## config.mk

```make
export PLATFORM = sky130hd
export DESIGN_NAME = ils_cell
export DESIGN_NICKNAME = d
export VERILOG_FILES = /design/src/rtl/ils_pkg.sv /design/src/rtl/ils_cell.sv
export SDC_FILE = /design/constraint.sdc
export NUM_CORES = 1
export LEC_CHECK = 0
export ABC_AREA = 1
export BUFFER_PORTS_ARGS = -buffer_cell sky130_fd_sc_hd__buf_2
export CORE_AREA = 5 5 125 127
export CTS_CLUSTER_DIAMETER = 80
export DETAILED_ROUTE_END_ITERATION = 8
export DIE_AREA = 0 0 130 132
export PLACE_DENSITY = 0.8
export SLEW_MARGIN = 15
export SYNTH_ARGS = -nofsm -noshare
export SYNTH_HDL_FRONTEND = slang
export SYNTH_SLANG_ARGS = --single-unit
```

## constraint.sdc

```tcl
create_clock -name clk -period 6.36 [get_ports clk]
set_input_delay 0.954 -clock clk [delete_from_list [all_inputs] [get_ports clk]]
set_output_delay 0.954 -clock clk [all_outputs]
set_load 0.02 [all_outputs]
```

## src/rtl/ils_pkg.sv

```systemverilog
`default_nettype none
// ----------------------------------------------------------------------------
// ils_pkg: shared types and constants of the indexed list store
// Command and status codes, stream field widths and offsets, and the
// operation bundle that the controller broadcasts to the cell row.
// ----------------------------------------------------------------------------
package ils_pkg;

    // Field widths of the request and the result
    localparam int CMD_W     = 4;
    localparam int POS_W     = 7;
    localparam int PAYLOAD_W = 64;
    localparam int STATUS_W  = 2;

    // Request tdata layout, lowest bit first
    localparam int S_CMD_LSB     = 0;
    localparam int S_POS_LSB     = S_CMD_LSB + CMD_W;
    localparam int S_PAYLOAD_LSB = S_POS_LSB + POS_W;
    localparam int S_USED_W      = S_PAYLOAD_LSB + PAYLOAD_W;
    localparam int S_TDATA_W     = ((S_USED_W + 7) / 8) * 8;

    // Result tdata layout, lowest bit first
    localparam int M_RD_LSB    = 0;
    localparam int M_ST_LSB    = M_RD_LSB + PAYLOAD_W;
    localparam int M_CNT_LSB   = M_ST_LSB + STATUS_W;
    localparam int M_USED_W    = M_CNT_LSB + POS_W;
    localparam int M_TDATA_W   = ((M_USED_W + 7) / 8) * 8;

    // Command codes
    localparam logic [CMD_W-1:0] CMD_ADD_AT     = 4'd0;
    localparam logic [CMD_W-1:0] CMD_ADD_FIRST  = 4'd1;
    localparam logic [CMD_W-1:0] CMD_ADD_LAST   = 4'd2;
    localparam logic [CMD_W-1:0] CMD_REM_AT     = 4'd3;
    localparam logic [CMD_W-1:0] CMD_REM_FIRST  = 4'd4;
    localparam logic [CMD_W-1:0] CMD_REM_LAST   = 4'd5;
    localparam logic [CMD_W-1:0] CMD_GET_AT     = 4'd6;
    localparam logic [CMD_W-1:0] CMD_GET_FIRST  = 4'd7;
    localparam logic [CMD_W-1:0] CMD_GET_LAST   = 4'd8;

    // Status codes
    localparam logic [STATUS_W-1:0] ST_OK    = 2'd0;
    localparam logic [STATUS_W-1:0] ST_RANGE = 2'd1;
    localparam logic [STATUS_W-1:0] ST_FULL  = 2'd2;

    // Operation broadcast to every cell
    typedef struct packed {
        logic ins;   // open a slot at the target and write the new word
        logic rem;   // close the slot at the target
        logic cap;   // capture the word held at the target
    } ils_op_t;

endpackage : ils_pkg
`default_nettype wire

```

## src/rtl/ils_cell.sv

```systemverilog
`default_nettype none
// ----------------------------------------------------------------------------
// ils_cell: one slot of the shifting list
// Holds one word; on insert, cells above the target take the lower neighbor's
// word and the target the new word; on remove, the target and cells above take
// the upper neighbor's word; on a read the target slot captures its word.
// ----------------------------------------------------------------------------
module ils_cell #(
    parameter int DATA_WIDTH = 64,
    parameter int IDX_W      = 6,
    parameter int CELL_IDX   = 0
) (
    input  wire logic                  clk,
    input  wire ils_pkg::ils_op_t      op,
    input  wire logic [IDX_W-1:0]      target,
    input  wire logic [DATA_WIDTH-1:0] ins_word,
    input  wire logic [DATA_WIDTH-1:0] prev_word,
    input  wire logic [DATA_WIDTH-1:0] next_word,
    output logic      [DATA_WIDTH-1:0] word,
    output logic      [DATA_WIDTH-1:0] sel_word
);
    import ils_pkg::*;

    localparam logic [IDX_W-1:0] MY_IDX = IDX_W'(CELL_IDX);

    logic [DATA_WIDTH-1:0] word_reg;
    logic [DATA_WIDTH-1:0] word_next;
    logic [DATA_WIDTH-1:0] sel_reg;
    logic                  hit;
    logic                  above;

    assign hit   = (MY_IDX == target);
    assign above = (MY_IDX > target);

    // Shift up on insert, down on remove, hold otherwise
    always_comb
    begin
        word_next = word_reg;
        if (op.ins)
        begin
            if (above)
            begin
                word_next = prev_word;
            end
            else if (hit)
            begin
                word_next = ins_word;
            end
        end
        else if (op.rem && (above || hit))
        begin
            word_next = next_word;
        end
    end

    always_ff @(posedge clk)
    begin
        word_reg <= word_next;
    end

    // Capture the target word; every other cell offers zero
    always_ff @(posedge clk)
    begin
        if (op.cap)
        begin
            sel_reg <= hit ? word_reg : '0;
        end
    end

    assign word     = word_reg;
    assign sel_word = sel_reg;

endmodule : ils_cell
`default_nettype wire

```

* After elaboration in Yosys (flattened, before gate mapping)
Cells that the tools add are included.
** Storage, ports and cells
- Flip-flop bits (word level) :: 128
- Bits of input ports :: 202
- Output and inout port bits :: 128
- Word-level logic and storage cells :: 13
** Cells by class
- Magnitude comparators :: 1
- Eq/ne operators :: 1
- Muxes and demuxes :: 4
- Reduce and logical (&&, ||, !) cells :: 5
** Operators with widths (count)
- $mux 64 :: 4
- $gt 1x6->1 const A :: 1
- $logic_not 6->1 :: 1
- $ne 3x1->1 const B :: 1
- $reduce_and 2->1 :: 1
- $reduce_bool 2->1 :: 1
- $logic_and 1x1->1 :: 1
- $logic_or 1x1->1 :: 1

* Depth between registers and ports, before layout
Gate-level depths: netlist of the first run.
- Depth in word-level cells :: 5
- Gate-level depth with buffers :: 5
- Gate-level depth less buffers :: 3

* Least setup slack after synthesis of the first run
No wires, ideal clock.
- Path type :: in2reg
- Start point :: input port target[1]
- End point :: register word_reg[0] (netlist: word[0]), enable pin
- Setup time :: 0.487 ns
- Arrival time :: 4.138 ns
- Data required time :: 5.873 ns
- Slack :: 1.735 ns
- Stages :: 5
- Path buffers :: 2
- Cell sequence :: nor2_1 > nand3_1 > buf_4 > buf_6 > nor2_1
** On the way
- Word-level cells in the longest chain between the ends :: 5
- Elaborated cells on any way between the ends :: 7
- Those cells by class :: 1 x order compare; 1 x eq/ne; 5 x reduce/logical
** Ends and longest elaborated chain
- from (decl) :: RTL line ils_cell.sv:15 : input wire logic [IDX_W-1:0] target,
- $gt 1x6->1 / $logic_not 6->1 (equally long branches) :: RTL line ils_cell.sv:33, ils_cell.sv:32
- $logic_or 1x1->1 :: RTL line ils_cell.sv:50 : else if (op.rem && (above || hit))
- $logic_and 1x1->1 :: RTL line ils_cell.sv:50
- $reduce_bool 2->1 (no source line)
- $reduce_and 2->1 (no source line) *
- to (signal assigned) :: RTL line ils_cell.sv:58 : word_reg <= word_next;
- to (decl) :: RTL line ils_cell.sv:26 : logic [DATA_WIDTH-1:0] word_reg;
Mark *: on every way between the ends. The rest lies on a longest branch, timed or not.
A chain may end at the register's enable or synchronous reset.

* Final worst setup path of the first run
- Start point :: input port target[1]
- End point :: register word_reg[23] (netlist: word[23]), enable pin
Same word-level chain as after synthesis.

==> flow_metrics.py, run 1 <==
metrics = {
    "sta": {
        "setup_tns_ps": 0,
        "hold_viol_final": 0,
        "relSlewSlack": 0.331,
        "worstMarginPinSlew_ps": 1000,
        "skew_ps": 5.95,
        "rsz0062_at_grt": "false",
        "final.min_clock_period_ps": 3350,
        "drv_slew": 0,
        "finalSetupViolations": 0,
        "fin_crit_sh": 0.527,
        "max_freq_mhz": 298,
    },
    "floorplan": {
        "coreArea_um2": 14300,
        "die_h_um": 132,
        "start_util": 0.372,
        "rows": 44,
        "die_area_um2": 17200,
        "die_w_um": 130,
        "num_io_pins": 330,
    },
    "power": {
        "p_comb_frac": 0.068,
        "cellInternalPower_w": 0.00157,
        "p_leak_nw": 3.71,
        "power.switching_w": 0.000404,
        "clockPowerShare": 0.450,
        "p_sw_frac": 0.204,
        "ir_worst_vdd_mv": 0.166,
        "powerDensity_nw_per_um2": 270,
        "seqPwrFrac": 0.482,
    },
    "placed_design": {
        "dp_hpwl_um": 9520,
        "gp_congestion": 0.811,
        "placedInstanceArea_um2": 6770,
        "dpl.cell_count": 905,
        "numPortBuffers": 265,
    },
    "min_path": {
        "worstHoldStart": "word[29]",
        "worstHoldPathType": "reg -> reg",
        "whs_path_depth": 2,
        "holdPathEnd": "sel_word[29]",
    },
    "route": {
        "top_layer": "met4",
        "num_vias": 3953,
        "met2WireLength_um": 6700,
        "drt_first_pass_iters": 4,
        "antenna_left": 0,
        "wl_met1_um": 4610,
        "drtIter0Drc": 166,
        "wl_um": 12700,
        "viasPerCell": 4.22,
        "routedWlPerCell_um": 13.6,
        "drc_errors": 0,
        "wl_met3_um": 1160,
    },
    "layout": {
        "final_nets": 942,
        "final_layout_size_suffix_gt1_frac": 0.402,
        "fin_cells": 936,
        "fin_area_um2": 7310,
        "diodes": 0,
        "syn_to_final_growth_pct": 37.3,
    },
    "synthesis": {
        "syn_area_per_cell_um2": 11.2,
        "synthDistinctLibCells": 12,
        "synth_cells": 475,
        "yosys_warnings": 0,
        "synth_top_area_cell": "edfxtp_1",
        "ys_seq_area_frac": 0.722,
        "synth.ff_latch_count": 128,
        "netlist_area_um2": 5320,
        "yosys-top-cells-area": "edfxtp_1, inv_1, o21ai_0",
        "syn-num-nets": 677,
        "yosys.area.top_type_share": 0.722,
    },
    "worst_setup_path": {
        "start_kind": "input pin",
        "crit_start": "target[1]",
        "worstSetupEndpointType": "flop",
        "critical_path_buf_inv_count": 2,
        "cp_top_family": "simple AND/OR/NAND/NOR gates",
        "r2r_slack_ps": 5550,
        "worstRegToRegCells": 2,
        "reg2reg_from": "word[24]",
        "critical_path_arrival_ps": 3390,
        "slowest_delay_ps": 940,
        "worstSetupPathType": "in -> reg",
        "cp_max_fo": 65,
        "cp_slowest_cell": "nor2_4",
        "rr_endpoint": "sel_word[24]",
        "crit_path_cell_trace": "buf_2 -> nor2_1 -> nand3_4 -> nor2_4 -> buf_4",
        "required_ps": 6400,
    },
    "grt": {
        "grt-ovfl-total": 0,
        "grt_start_max_net_pins": 130,
        "first_global_vias": 3803,
        "grt_pass1_wl_um": 19200,
        "antenna_found_initial": 0,
        "grt_usage": 0.146,
    },
    "clock_network": {
        "cts_resized": 0,
        "cts_root_buf": "clkbuf_16",
        "cts_buffers": 17,
        "cts_tree": "built",
        "cts_setup_buffers": 0,
        "clkLatencyLatePin_ps": 400,
        "path_clk_slew_ps": 50,
        "cts.sinks": 128,
        "hold_buffers": 0,
        "ctsHtreeMaxLevel": 4,
        "cts_buffer_depth": 2,
    },
    "run_status": {
        "status": "finished clean",
    },
    "run": {
        "drv_cap": 0,
    },
}
-- stage by stage --
| stage | util | setup slack [ps] | hold slack (ps) | total power, W |
|---|---|---|---|---|
| 3_5_place_dp | 0.473 | 2480 | 556 | 0.00111 |
| 3_3_place_gp | 0.473 | 2560 | 544 | 0.00110 |
| 5_1_grt | 0.510 | 2750 | 589 | 0.00206 |
| 4_1_cts | 0.510 | 2910 | 567 | 0.00200 |
| 2_1_floorplan | - | 1740 | 693 | 0.00103 |
| 6_report | 0.510 | 3010 | 567 | 0.00198 |
-- per-layer routing --
metal / vias to the layer above / GRT usage
met5: - / 0
met4: 0 / 0.0635
met3: 19 / 0.0616
met2: 151 / 0.259
met1: 1770 / 0.149
li1: 2013 / -
-- worst register-to-register path, delay by kind of cell (launching register included) --
kind | cells | cell delay (ps)
flops | 1 | 400
buf+inv | 1 | 90
simple gates | 1 | 50
-- layout make-up --
cell class	count	area, µm²
tap	184	230
multi-input combinational	198	870
clock inverter	8	90.1
timing repair buffer	267	1340
clock buffer	23	448
fill	1315	7010
inverter	128	480
sequential	128	3840
-- power groups by stage --
stage	sequential, W	clock [W]	combinational (W)
after floorplan	0.000991	0	0.0000406
after global placement	0.000969	0	0.000132
after detailed placement	0.000970	0	0.000136
after CTS	0.000953	0.000915	0.000136
after global routing	0.000954	0.000956	0.000149
final	0.000953	0.000889	0.000134
-- cells by family after synthesis --
| kind of cell | Yosys count | share of synthesized area |
|---|---|---|
| buffers and inverters | 149 | 0.118 |
| AND/OR/NAND/NOR | 134 | 0.0995 |
| flip-flops | 128 | 0.722 |
| AO/OA/AOI/OAI | 64 | 0.0602 |
-- how the worst max path moves through the flow --
stage,endpoint,slack (ps),cells after the start
3_5_place_dp,word[31],2480,5
4_1_cts,word[23],2910,5
6_report,word[23],3010,5
5_1_grt,word[23],2750,5
3_3_place_gp,word[14],2560,5
2_1_floorplan,word[0],1740,5
-- cell usage in the layout, fill, tap and decap left out, drive strengths merged --
cell type  Yosys  layout
buf           15     267
bufinv         0       2
clkbuf         6      23
clkinv         0       5
clkinvlp       0       1
edfxtp       128     128
inv          128     128
nand2         64      64
nand3          1       1
nor2          69      69
o21ai         64      64
-- Yosys cell counts, drive strengths merged --
master	count
o21ai	64
buf	15
clkbuf	6
nand2	64
nand3	1
inv	128
nor2	69
edfxtp	128
No activity file was read; power rests on OpenSTA's default activity.
==> run 2: changes to the inputs <==
Clock period 6.36 ns to 3.5 ns, I/O delays scaled along.
==> run 2 against run 1 <==
- die area stayed put
- critical path depth unchanged
- sequential power grew 82%
- combinational power up 83%
- utilization increased by 0.14 points
==> flow_metrics.py, run 2 (synthesis results as in run 1) <==
metrics = {
    "route": {
        "wl_um": 13000,
        "num_vias": 4006,
        "routedWlPerCell_um": 13.9,
        "antenna_left": 0,
        "drt_first_pass_iters": 4,
        "drc_errors": 0,
        "drtIter0Drc": 116,
        "viasPerCell": 4.27,
    },
    "floorplan": {
        "die_h_um": 132,
        "num_io_pins": 330,
        "die_area_um2": 17200,
        "rows": 44,
        "start_util": 0.372,
        "coreArea_um2": 14300,
        "die_w_um": 130,
    },
    "worst_setup_path": {
        "cp_max_fo": 64,
        "required_ps": 3560,
        "crit_path_cell_trace": "buf_2 -> nor2_1 -> nand3_4 -> nor2_4 -> buf_12",
        "critical_path_buf_inv_count": 2,
        "cp_slowest_cell": "nand3_4",
        "slowest_delay_ps": 360,
        "start_kind": "input pin",
        "cp_top_family": "simple AND/OR/NAND/NOR gates",
        "worstSetupPathType": "in -> reg",
        "worstSetupEndpointType": "flop",
        "critical_path_arrival_ps": 1770,
    },
    "layout": {
        "syn_to_final_growth_pct": 37.7,
        "fin_cells": 939,
        "final_layout_size_suffix_gt1_frac": 0.408,
        "final_nets": 944,
        "multi_input_area_um2": 870,
        "layout_commonest_cell": "buf_2",
        "fillers": 1287,
        "diodes": 0,
        "final_cell_mix": "buf_2, inv_1, edfxtp_1",
        "register_area_um2": 3840,
    },
    "sta": {
        "setup_tns_ps": 0,
        "final.min_clock_period_ps": 1710,
        "skew_ps": 7.46,
        "worstMarginPinSlew_ps": 841,
        "hold_viol_final": 0,
        "fin_crit_sh": 0.489,
        "finalSetupViolations": 0,
        "rsz0062_at_grt": "false",
        "drv_slew": 0,
        "max_freq_mhz": 584,
        "relSlewSlack": 0.440,
    },
    "run": {
        "drv_cap": 0,
    },
    "grt": {
        "grt_usage": 0.148,
        "grt_pass1_wl_um": 19400,
        "grt-ovfl-total": 0,
        "antenna_found_initial": 0,
        "grt_start_max_net_pins": 91,
        "first_global_vias": 3923,
    },
    "placed_design": {
        "dpl.cell_count": 907,
        "gp_congestion": 0.786,
        "numPortBuffers": 265,
        "dp_hpwl_um": 9690,
    },
    "clock_network": {
        "cts_setup_buffers": 0,
        "clkLatencyLatePin_ps": 400,
        "path_clk_slew_ps": 50,
        "cts.sinks": 128,
        "cts_buffer_depth": 2,
        "ctsHtreeMaxLevel": 4,
        "cts_resized": 0,
        "cts_tree": "built",
        "cts_root_buf": "clkbuf_16",
        "hold_buffers": 0,
        "cts_buffers": 17,
    },
    "min_path": {
        "worstHoldPathType": "in -> reg",
    },
    "run_status": {
        "status": "finished clean",
    },
    "power": {
        "total_power_w": 0.00354,
        "powerDensity_nw_per_um2": 483,
        "ir_worst_vdd_mv": 0.324,
        "p_leak_nw": 3.72,
    },
}
-- run 2: changes by cell type in the layout (fill, tap and decap cells not counted), sizes merged --
cell,previous run,this run
clkbuf,23,19
clkinv,5,9
buf,267,269
clkinvlp,1,3
bufinv,2,1
-- run 2: through the flow --
step | worst slack (ps) | util | area, µm² | hold slack [ps]
floorplan | 412 | - | 5320 | 637
global placement | 1360 | 0.475 | 6800 | 545
detailed placement | 1310 | 0.475 | 6800 | 559
CTS | 1740 | 0.512 | 7330 | 380
global route | 1640 | 0.512 | 7330 | 392
finish | 1790 | 0.512 | 7330 | 401
-- run 2: layout make-up --
class / instances / area share
Clock buffer: 19 / 0.0591
Clock inverter: 13 / 0.0133
Inverter: 128 / 0.0656
Multi-Input combinational cell: 198 / 0.119
Sequential cell: 128 / 0.525
Tap cell: 184 / 0.0314
Timing Repair Buffer: 269 / 0.187
-- run 2: power by group --
group | switching, W | total [W] | internal (W)
clock network | 0.000599 | 0.00156 | 0.000960
registers | 0.00000881 | 0.00173 | 0.00172
logic | 0.000145 | 0.000245 | 0.000100
-- run 2: per-layer routing --
metal / global-route usage / part of all wire / vias to the layer above
met4: 0.0681 / 0.024 / 0
met2: 0.260 / 0.52 / 144
li1: - / - / 2022
met1: 0.160 / 0.37 / 1820
met5: 0 / 0 / -
met3: 0.0462 / 0.083 / 20
-- run 2: final timing paths --
| path | start | to | slack [ps] | depth (start not counted) |
|---|---|---|---|---|
| worst min register to register | word[16] | sel_word[16] | 570 | 2 |
| worst min-delay path | ins_word[52] | word[52] | 400 | 3 |
| worst max register to register | word[33] | sel_word[33] | 2690 | 2 |
| worst max-delay path | target[3] | word[25] | 1790 | 5 |
-- run 2: worst register-to-register path, stage by stage (launching register included) --
cell and delay, ps:
edfxtp_1 430, inv_1 80, nor2_1 40
==> run 3: changes to the inputs <==
Settings changed: CORE_AREA 5 5 125 127 to unset, CORE_MARGIN set to 5, CORE_UTILIZATION set to 39, DIE_AREA 0 0 130 132 to unset, PLACE_DENSITY 0.8 to 0.86.
Clock period 3.5 ns to 1.4 ns, I/O delays scaled along.
==> run 3 against run 2 <==
- clock skew decreased by 2.2 ps
- count of clock-buffer cells in the layout is 3 higher
- wire length fell by 2.5%
- combinational power rose to 2.6 times the previous value
- largest cell class unchanged
==> flow_metrics.py, run 3 (synthesis results as in run 1) <==
metrics = {
    "run_status": {
        "status": "finished clean",
    },
    "worst_setup_path": {
        "worstSetupEndpointType": "primary output",
        "critical_path_arrival_ps": 1010,
        "worstSetupPathType": "reg -> out",
        "required_ps": 1190,
        "worstRegToRegCells": 2,
        "cp_top_family": "flip-flops",
        "crit_cells": 1,
        "crit_end": "word[24]",
        "crit_start": "word[24]",
        "cp_max_fo": 2,
        "cp_slowest_cell": "edfxtp_1",
        "crit_path_cell_trace": "buf_2",
        "slowest_delay_ps": 420,
        "critical_path_buf_inv_count": 1,
        "reg2reg_from": "word[24]",
        "r2r_slack_ps": 590,
        "rr_endpoint": "sel_word[24]",
        "start_kind": "flop",
    },
    "layout": {
        "diodes": 0,
        "final_cell_mix": "buf_2, inv_1, edfxtp_1",
        "register_area_um2": 3840,
        "multi_input_area_um2": 880,
        "syn_to_final_growth_pct": 39.1,
        "fillers": 1110,
        "layout_commonest_cell": "buf_2",
        "final_nets": 948,
        "final_layout_size_suffix_gt1_frac": 0.411,
    },
    "grt": {
        "first_global_vias": 3881,
        "grt_pass1_wl_um": 19000,
        "grt-ovfl-total": 0,
        "grt_start_max_net_pins": 79,
        "grt_usage": 0.154,
        "antenna_found_initial": 0,
    },
    "route": {
        "drt_first_pass_iters": 4,
        "num_vias": 3989,
        "drtIter0Drc": 209,
        "wl_um": 12700,
        "drc_errors": 0,
        "routedWlPerCell_um": 13.6,
        "antenna_left": 0,
        "viasPerCell": 4.28,
    },
    "clock_network": {
        "cts_setup_buffers": 0,
        "cts_buffers": 17,
        "cts_root_buf": "clkbuf_16",
        "cts_buffer_depth": 2,
        "cts.sinks": 128,
        "path_clk_slew_ps": 50,
        "hold_buffers": 0,
        "cts_resized": 0,
        "clkLatencyLatePin_ps": 400,
        "cts_tree": "built",
        "ctsHtreeMaxLevel": 4,
    },
    "sta": {
        "max_freq_mhz": 821,
        "final.min_clock_period_ps": 1220,
        "holdWs_ps": 83.2,
        "skew_ps": 5.28,
        "hold_viol_final": 0,
        "finalSetupViolations": 0,
        "rsz0062_at_grt": "false",
        "drv_slew": 0,
        "worstMarginPinSlew_ps": 424,
        "fin_crit_sh": 0.870,
        "relSlewSlack": 0.718,
    },
    "power": {
        "total_power_w": 0.00876,
        "p_leak_nw": 3.75,
        "ir_worst_vdd_mv": 0.591,
        "powerDensity_nw_per_um2": 1180,
    },
    "min_path": {
        "whs_path_depth": 3,
        "worstHoldPathType": "in -> reg",
    },
    "placed_design": {
        "gp_congestion": 0.833,
        "numPortBuffers": 265,
        "dp_hpwl_um": 9980,
    },
    "floorplan": {
        "coreArea_um2": 13300,
        "rows": 42,
        "die_h_um": 127,
        "start_util": 0.400,
        "die_w_um": 127,
        "num_io_pins": 330,
        "die_area_um2": 16100,
    },
    "run": {
        "drv_cap": 0,
    },
}
run 3: cell types whose count changed in the layout (fill, tap and decap cells not counted), moves of 2 or more:
cell      before  now
buf_12         1    6
nor2_4         1    3
clkbuf_1       2    5
clkinv_2       5    3
nor2_1        58   55
run 3: where the power goes:
part | internal (W) | switching [W] | total [W]
logic | 0.000268 | 0.000367 | 0.000636
clock network | 0.00239 | 0.00140 | 0.00379
registers | 0.00431 | 0.0000219 | 0.00433
run 3: routing by layer:
layer,global-route usage,vias up,routed length [µm]
li1,-,2025,-
met2,0.273,156,6610
met4,0.0637,0,266
met5,0,-,0
met1,0.165,1790,4710
met3,0.0559,18,1120
run 3: cell type report:
class	count	area share
clock inverters	8	0.00913
multi-input cells	198	0.119
inverters	128	0.0649
well taps	176	0.0298
clock buffers	22	0.0600
repair buffers	273	0.198
flip-flops and latches	128	0.519
run 3: how the worst min path moves through the flow:
stage / start / endpoint
after floorplan: op[0] / sel_word[0]
after global placement: ins_word[62] / word[62]
after detailed placement: ins_word[1] / word[1]
after CTS: ins_word[1] / word[1]
after global routing: ins_word[63] / word[63]
final: ins_word[60] / word[60]
run 3: per-stage QoR:
step / utilization / cell area [µm²] / setup WS, ps / TNS, ps / cells
2_1_floorplan: - / 5350 / -626 / -40060 / 475
3_3_place_gp: 0.518 / 6890 / 74.4 / 0 / 903
3_5_place_dp: 0.518 / 6890 / 59.4 / 0 / 903
4_1_cts: 0.557 / 7400 / 160 / 0 / 933
5_1_grt: 0.557 / 7400 / 140 / 0 / 933
6_report: 0.557 / 7400 / 183 / 0 / 933
